==> src/sv/srt_pkg.sv <==
// Shared types and constants for the search result table.
`timescale 1ns / 1ps
package srt_pkg;

  localparam int KEY_W     = 64;
  localparam int DEPTH_W   = 8;
  localparam int SCORE_W   = 16;
  localparam int FLAG_W    = 2;
  localparam int KIND_W    = 2;
  localparam int LIMIT_W   = 7;
  localparam int COUNTER_W = 32;
  localparam int IN_DATA_W  = 96;
  localparam int OUT_DATA_W = 64;

  localparam logic [KIND_W-1:0] KIND_PROBE = 2'd0;
  localparam logic [KIND_W-1:0] KIND_STORE = 2'd1;
  localparam logic [KIND_W-1:0] KIND_CLEAR = 2'd2;

  localparam logic [LIMIT_W-1:0] LIMIT_RESET = 7'd64;

  // One stored table entry.
  typedef struct packed {
    logic [KEY_W-1:0]   key;
    logic [SCORE_W-1:0] score;
    logic [DEPTH_W-1:0] depth;
    logic [FLAG_W-1:0]  flag;
  } entry_t;

  // Commands from the controller to the datapath.
  typedef struct packed {
    logic load;
    logic scan;
    logic finish;
  } ctrl_cmd_t;

  // Status from the datapath to the controller.
  typedef struct packed {
    logic item_search;
    logic done;
    logic out_free;
  } ctrl_status_t;

endpackage

==> src/sv/srt_controller.sv <==
// Controller state machine that sequences load, key scan and finish.
`timescale 1ns / 1ps
module srt_controller
  import srt_pkg::*;
(
  input  logic         clk,
  input  logic         rst,
  input  logic         in_valid,
  output logic         in_ready,
  output ctrl_cmd_t    cmd,
  input  ctrl_status_t st
);

  localparam logic [1:0] ST_IDLE   = 2'd0;
  localparam logic [1:0] ST_SCAN   = 2'd1;
  localparam logic [1:0] ST_FINISH = 2'd2;

  logic [1:0] state;
  logic [1:0] state_next;

  always_comb begin
    state_next = state;
    cmd        = '0;
    in_ready   = 1'b0;
    unique case (state)
      ST_IDLE: begin
        in_ready = 1'b1;
        if (in_valid) begin
          cmd.load   = 1'b1;
          state_next = st.item_search ? ST_SCAN : ST_FINISH;
        end
      end
      ST_SCAN: begin
        cmd.scan = 1'b1;
        if (st.done) begin
          state_next = ST_FINISH;
        end
      end
      ST_FINISH: begin
        if (st.out_free) begin
          cmd.finish = 1'b1;
          state_next = ST_IDLE;
        end
      end
      default: begin
        state_next = ST_IDLE;
      end
    endcase
  end

  always_ff @(posedge clk) begin
    if (rst) begin
      state <= ST_IDLE;
    end else begin
      state <= state_next;
    end
  end

endmodule

==> config.mk <==
export PLATFORM = sky130hd
export DESIGN_NAME = srt_controller
export DESIGN_NICKNAME = d
export VERILOG_FILES = /design/src/sv/srt_pkg.sv /design/src/sv/srt_controller.sv
export SDC_FILE = /design/constraint.sdc
export NUM_CORES = 1
export LEC_CHECK = 0
export BUFFER_PORTS_ARGS = -buffer_cell sky130_fd_sc_hd__buf_2
export CAP_MARGIN = 30
export CORE_AREA = 2 2 39 41
export CTS_CLUSTER_SIZE = 8
export DETAILED_ROUTE_END_ITERATION = 7
export DIE_AREA = 0 0 41 43
export PLACE_DENSITY = 0.36
export SYNTH_ARGS = -nofsm -noshare
export SYNTH_HDL_FRONTEND = slang
export SYNTH_SLANG_ARGS = --single-unit
==> constraint.sdc <==
create_clock -name clk -period 1.56 [get_ports clk]
set_input_delay 0 -clock clk [delete_from_list [all_inputs] [get_ports clk]]
set_output_delay 0 -clock clk [all_outputs]
set_load 0.02 [all_outputs]
==> metrics, run 1 <==
Port-buffer cells=9; Reg-to-Reg Start=state[0]$_SDFFE_PP0P_; largest net degree at the start of global routing=9; Max VDD drop=0.3152 mV; Total GRT Usage=5.912%; ANT nets after route=0; Critical Path Start=state[0]$_SDFFE_PP0P_; clock sinks=2; CTS tree=yes; DR vias/cell=3.279; first-pass GRT wire length=621 um; post-DR wirelength/cell=8.512 um; max incr delay on CP=0.54 ns; Worst setup SP type=flop; Crit-path slowest cell=or4b_1; Hold Crit Start=st[1]; critical path endpoint category=flop; Unique masters post-synth=11; Largest Register=state; setup ws final=0.4180 ns; FMAX=875.6 MHz; Tcrit/Tclk final=73.21%; CP Max Fanout=8; Max-Cap Viols=0; CP cell instances=or4b_1, a31oi_1; Syn-to-layout area delta=82.11%; die width=41 um; Total Power=0.2148 mW; Avg Synthesized Cell Area=8.490 um2; Die ar.=1763 um2; P_leak=0.09556 nW; global-route met2 utilization=4.063%; M3 GR Usage=4.712%; via count of the first global-routing pass=140; Antenna diodes=0; postcts setup bufs=0; count of nets after finishing=35; cell count after synthesis=14; setup_tns=0 ns; commonest non-fill, non-tap cells in the layout=buf_2, clkbuf_4, nor2_1, nand3b_1, dfxtp_1; gp weighted congestion=0.6458; TritonCTS Buffers=3; first drt pass iteration count=2; status=completed; row count=14; unrepaired setup endpoints after global routing=no; share of cells above drive strength 1=48.15%; initial core utilization=8.590%; Net Count, Synth=20; Hold WC Path Type=input port to flop; Fill cells=151; gr busiest metal=met1; final clock skew=0.003419 ns; Pins Over Slew Limit=0; register area share after synthesis=33.68%; Setup Viol. Count Final=0; post-CTS sizing=0; largest registers=state x2; PD cells=992.3 nW/um2; H-tree depth=1; post-place setup slack=0.4287 ns; met1 GRT Util=8.946%; DRC viols=0; initial antenna violation count=0; Post-DP HPWL=286.3 um; count of final hold-check violations=0; max reg flops=2; # IOs=10; Final Critical Period=1.142 ns; commonest non-fill, non-tap cell in the layout=buf_2; total wire length=366 um; die height=43 um; WP data required=1.70 ns; clk_lat worst skew=0.22 ns; Bufs on Longest Clock Path=2; Core ar.=1384 um2; GRT overflow=0; CP arrival=1.28 ns; Max-slew headroom=86.11%; clk slew on worst S/H paths=0.03 ns; First DRT Iteration DRCs=3; #FFs+latches synth=2; Least-Margin Pin Slew=0.2081 ns; Crit Path Class=flop to flop; Ys Warns=0; vias post-DR=141; Root Buffer=clkbuf_4; Synth Cell Area=118.9 um2
-- synth_stat cells, drive strengths merged --
master | instances | area share, %
and2 | 1 | 5.3
nor2 | 2 | 6.3
nor2b | 1 | 5.3
nand3b | 2 | 13
a211oi | 1 | 6.3
or4b | 1 | 8.4
nand2 | 1 | 3.2
a31oi | 1 | 5.3
or2b | 1 | 6.3
dfxtp | 2 | 34
or3b | 1 | 7.4
-- cells by family (layout without fill, tap and decap cells) --
logic type,after synthesis,after routing,share of synthesized area (%)
AO/OA/AOI/OAI,2,2,11.58
AND/OR/NAND/NOR,10,10,54.74
flip-flops,2,2,33.69
buffers and inverters,0,13,0
-- report_power, final --
part	total, mW	internal [mW]	switching (mW)
sequential	0.0605	0.0551	0.00537
combinational	0.0427	0.0201	0.0226
clock	0.112	0.0846	0.0270
total	0.215	0.160	0.0549
-- critical path: cells and delay by family (launching register included) --
kind,cells,cell delay [ns]
simple gates,1,0.54
flops,1,0.35
compound gates,1,0.18
-- final cells by class --
class                   instances  area [um2]  area share (%)
flip-flops and latches          2       40.04           18.50
repair buffers                 10       55.05           25.43
clock buffers                   3       22.52           10.40
well taps                      16       20.02           9.249
multi-input cells              12       78.83           36.42
-- through the flow --
| step | utilization, % | hold slack [ns] | instances | cell area (um2) |
|---|---|---|---|---|
| after global routing | 15.64 | 0.08663 | 43 | 216.5 |
| after CTS | 15.64 | 0.05208 | 43 | 216.5 |
| final | 15.64 | 0.05558 | 43 | 216.5 |
| after detailed placement | 13.29 | 0.1913 | 39 | 183.9 |
| after global placement | 13.29 | 0.1878 | 39 | 183.9 |
| after floorplan | - | 0.06941 | 14 | 118.9 |
-- per-layer routing --
layer | part of all wire [%] | routed length [um]
met3 | 8.7 | 32
met1 | 66 | 240
met4 | 0 | 0
met2 | 25 | 93
met5 | 0 | 0
-- worst paths after layout --
| path | to | slack [ns] | depth (start not counted) |
|---|---|---|---|
| worst max register to register | state[1]$_SDFFE_PP0P_ | 0.42 | 2 |
| worst min-delay path | state[0]$_SDFFE_PP0P_ | 0.06 | 3 |
| worst min register to register | state[0]$_SDFFE_PP0P_ | 0.53 | 1 |
| worst max-delay path | state[1]$_SDFFE_PP0P_ | 0.42 | 2 |
-- timing repair --
item | in CTS | in global routing
setup endpoints to repair | 0 | 0
hold buffers | 1 | 0
endpoints found under the hold margin | 2 | 0
Note: power is estimated with default switching activity, not from simulation.
==> run 2: changes to the inputs <==
--- a/config.mk
+++ b/config.mk
@@ -5,13 +5,14 @@
 export SDC_FILE = /design/constraint.sdc
 export NUM_CORES = 1
 export LEC_CHECK = 0
+export ABC_AREA = 1
 export BUFFER_PORTS_ARGS = -buffer_cell sky130_fd_sc_hd__buf_2
 export CAP_MARGIN = 30
 export CORE_AREA = 2 2 39 41
 export CTS_CLUSTER_SIZE = 8
 export DETAILED_ROUTE_END_ITERATION = 7
 export DIE_AREA = 0 0 41 43
-export PLACE_DENSITY = 0.36
+export PLACE_DENSITY = 0.4
 export SYNTH_ARGS = -nofsm -noshare
 export SYNTH_HDL_FRONTEND = slang
 export SYNTH_SLANG_ARGS = --single-unit
==> constraint.sdc (replaced) <==
create_clock -name clk -period 0.98 [get_ports clk]
set_input_delay 0 -clock clk [delete_from_list [all_inputs] [get_ports clk]]
set_output_delay 0 -clock clk [all_outputs]
set_load 0.02 [all_outputs]
==> metrics, run 2 <==
status=completed (unchanged); number of cells on the critical path=2 (unchanged); Post-DP HPWL=289.6 um (was 286.3 um); clk slew on worst S/H paths=0.03 ns (about the same); ys async rst share=0% (unchanged); GRT overflow=0 (unchanged); vias post-DR=183 (was 141); Hold Path End=state[0]$_SDFFE_PP0P_ (unchanged); die width=41 um (unchanged); Internal Power=0.2964 mW (was 0.1599 mW); commonest non-fill, non-tap cell in the layout=buf_2 (unchanged); Max-Cap Viols=0 (unchanged); Bufs on Longest Clock Path=2 (unchanged); fin util=18.99% (was 15.64%); Least-Margin Pin Slew=0.1400 ns (was 0.2081 ns); Synth Flop Type=dfxtp_1 (unchanged); Core ar.=1384 um2 (unchanged); Port-buffer cells=9 (unchanged); P_leak=0.1453 nW (was 0.09556 nW); FMAX=1076 MHz; Reg-to-Reg Start=state[1]$_SDFFE_PP0P_ (was state[0]$_SDFFE_PP0P_); Synth Cell Area=146.4 um2 (was 118.9 um2); count leader, synth=inv_1; first drt pass iteration count=4 (was 2); gr busiest metal=met2 (was met1); Pins Over Slew Limit=0 (unchanged); setup_tns=0 ns (unchanged); multi-input logic area=93.84 um2 (was 78.83 um2); commonest non-fill, non-tap cells in the layout=buf_2, inv_1, nand2_1 (was buf_2, clkbuf_4, nor2_1, nand3b_1, dfxtp_1); unrepaired setup endpoints after global routing=no (unchanged); CP Max Fanout=5 (was 8); PD cells=1680 nW/um2 (was 992.3 nW/um2); synth top area cells=dfxtp_1, inv_1, nand2_1 (was dfxtp_1, nand3b_1, or4b_1); Max VDD drop=0.3842 mV (was 0.3152 mV); M3 GR Usage=4.712% (unchanged); initial antenna violation count=0 (unchanged); Sw Pwr=0.1450 mW (was 0.05492 mW); Switching Share=32.84% (was 25.57%); Hold Crit Start=rst (was st[1]); post-DR wirelength/cell=6.942 um (was 8.512 um); max incr delay on CP=0.34 ns (was 0.54 ns); Clock power frac=40.2% (was 52.0%); met1 GRT Util=3.215% (was 8.946%); Crit Path Class=flop to output port (was flop to flop); First DRT Iteration DRCs=3 (unchanged); CTS tree=yes (unchanged); Final Critical Period=0.9296 ns; DR vias/cell=3.519 (was 3.279); cell family with most CP delay=flip-flops (was simple AND/OR/NAND/NOR gates); gp weighted congestion=0.5833 (was 0.6458); max reg flops=2 (unchanged); Avg Synthesized Cell Area=6.365 um2 (was 8.490 um2); register area share after synthesis=27.35% (was 33.68%); Net Count, Synth=29 (was 20); count of nets after finishing=44 (was 35); Reg power frac=25.0% (was 28.2%); WP data required=0.98 ns (was 1.70 ns); post-synth top area share=27.35% (was 33.68%); Fill cells=171 (was 151); Max-slew headroom=90.59% (was 86.11%); Post-synth EDFFs=0 (unchanged); clock sinks=2 (unchanged); CP arrival=0.93 ns (was 1.28 ns); final instance area=262.8 um2 (was 216.5 um2); Unique masters post-synth=11 (unchanged); Hold Path Depth=4 (was 3); Bufs and invs on worst path=1 (was 0); H-tree depth=1 (unchanged); most frequent cells after synthesis=inv_1, nand2_1 (was dfxtp_1, nand3b_1, nor2_1); Yosys top cell by area=dfxtp_1 (unchanged); Total Power=0.4414 mW (was 0.2148 mW); RR Endpoint=state[0]$_SDFFE_PP0P_ (was state[1]$_SDFFE_PP0P_); clk_lat worst skew=0.22 ns (about the same); FF+latch area=45.04 um2 (was 40.04 um2); # IOs=10 (unchanged); Total GRT Usage=4.920% (was 5.912%); share of cells above drive strength 1=58.33% (was 48.15%); Hold WC Path Type=input port to flop (unchanged); Largest Register=state (unchanged); critical path endpoint category=output port (was flop); Crit-path slowest cell=dfxtp_2 (was or4b_1); row count=14 (unchanged); #FFs+latches synth=2 (unchanged); initial core utilization=10.58% (was 8.590%); largest registers=state x2 (unchanged); ANT nets after route=0 (unchanged); Tcrit/Tclk final=94.86%; Die ar.=1763 um2 (unchanged); CP cell instances=nor3_1, buf_2 (was or4b_1, a31oi_1); Ys Warns=0 (unchanged); Gate power share=34.8% (was 19.9%); die height=43 um (unchanged); DRC viols=0 (unchanged); Root Buffer=clkbuf_4 (unchanged); count of final hold-check violations=0 (unchanged); total wire length=361 um (was 366 um); via count of the first global-routing pass=155 (was 140); TritonCTS Buffers=3 (unchanged); Antenna diodes=0 (unchanged); Syn-to-layout area delta=79.49% (was 82.11%); worst reg-to-reg setup slack=0.07 ns (was 0.42 ns); Area after DPL=211.5 um2 (was 183.9 um2); Worst setup SP type=flop (unchanged); R2R depth=6 (was 2); final clock skew=0.001841 ns (was 0.003419 ns); Setup Viol. Count Final=0 (unchanged); largest net degree at the start of global routing=6 (was 9); first-pass GRT wire length=489 um (was 621 um); cell count after synthesis=23 (was 14); global-route met2 utilization=6.563% (was 4.063%)
==> run 2: cell count changes after synthesis, moves of 2 or more <==
cell / change
inv_1: +6
nand2_1: +3
nand3_1: +2
nor2_2: +2
nor3_1: +2
==> run 2: layer usage <==
layer  vias to the layer above  wire, um
met5                         -         0
met4                         0         0
met3                         0        44
met2                         6       180
met1                        79       136
li1                         98         -
==> run 2: final cells by class <==
| cell class | count | area share, % |
|---|---|---|
| timing repair buffer | 10 | 22.38 |
| tap | 16 | 7.619 |
| clock buffer | 3 | 8.571 |
| sequential | 2 | 17.14 |
| inverter | 6 | 8.571 |
| multi-input combinational | 15 | 35.71 |
==> run 2: what timing repair did <==
action                                  in CTS  in global routing
endpoints found under the setup margin       1                  4
gates resized for setup                      2                  5
hold buffers                                 0                  0
setup buffers                                1                  0
cloned                                       0                  0
pin swaps                                    1                  0
==> run 2: worst max path at each step <==
stage	startpoint	slack (ns)	endpoint
6_report	state[0]$_SDFFE_PP0P_	0.05	cmd[2]
5_1_grt	state[0]$_SDFFE_PP0P_	0.0007	cmd[1]
4_1_cts	state[0]$_SDFFE_PP0P_	0.006	cmd[1]
3_5_place_dp	state[1]$_SDFFE_PP0P_	0.1	state[0]$_SDFFE_PP0P_
3_3_place_gp	state[1]$_SDFFE_PP0P_	0.07	state[1]$_SDFFE_PP0P_
2_1_floorplan	state[0]$_SDFFE_PP0P_	0.02	state[1]$_SDFFE_PP0P_
==> run 2: power groups by stage <==
stage / Sequential, mW / Clock, mW / Combinational [mW]
3_3_place_gp: 0.108 / 0 / 0.130
3_5_place_dp: 0.108 / 0 / 0.130
2_1_floorplan: 0.104 / 0 / 0.0935
4_1_cts: 0.107 / 0.188 / 0.143
6_report: 0.110 / 0.177 / 0.154
5_1_grt: 0.113 / 0.194 / 0.166
==> run 2: kinds of logic after synthesis <==
logic type	synth area share [%]
AO/OA/AOI/OAI	5.984
flip-flops	27.35
buffers and inverters	15.38
AND/OR/NAND/NOR	51.28
==> run 2: tightest hold or removal path, cell delays in order <==
cell     delay (ns)
buf_2          0.08
inv_1          0.04
nand2_1        0.07
nor2_2         0.03
==> run 2: per-stage QoR <==
step	setup WS (ns)	hold slack, ns	std cells
after CTS	0.006454	0.04309	52
after global placement	0.06969	0.2734	48
after global routing	0.0006938	0.05564	52
after floorplan	0.02082	0.1420	23
after detailed placement	0.09919	0.2756	48
final	0.05039	0.03593	52
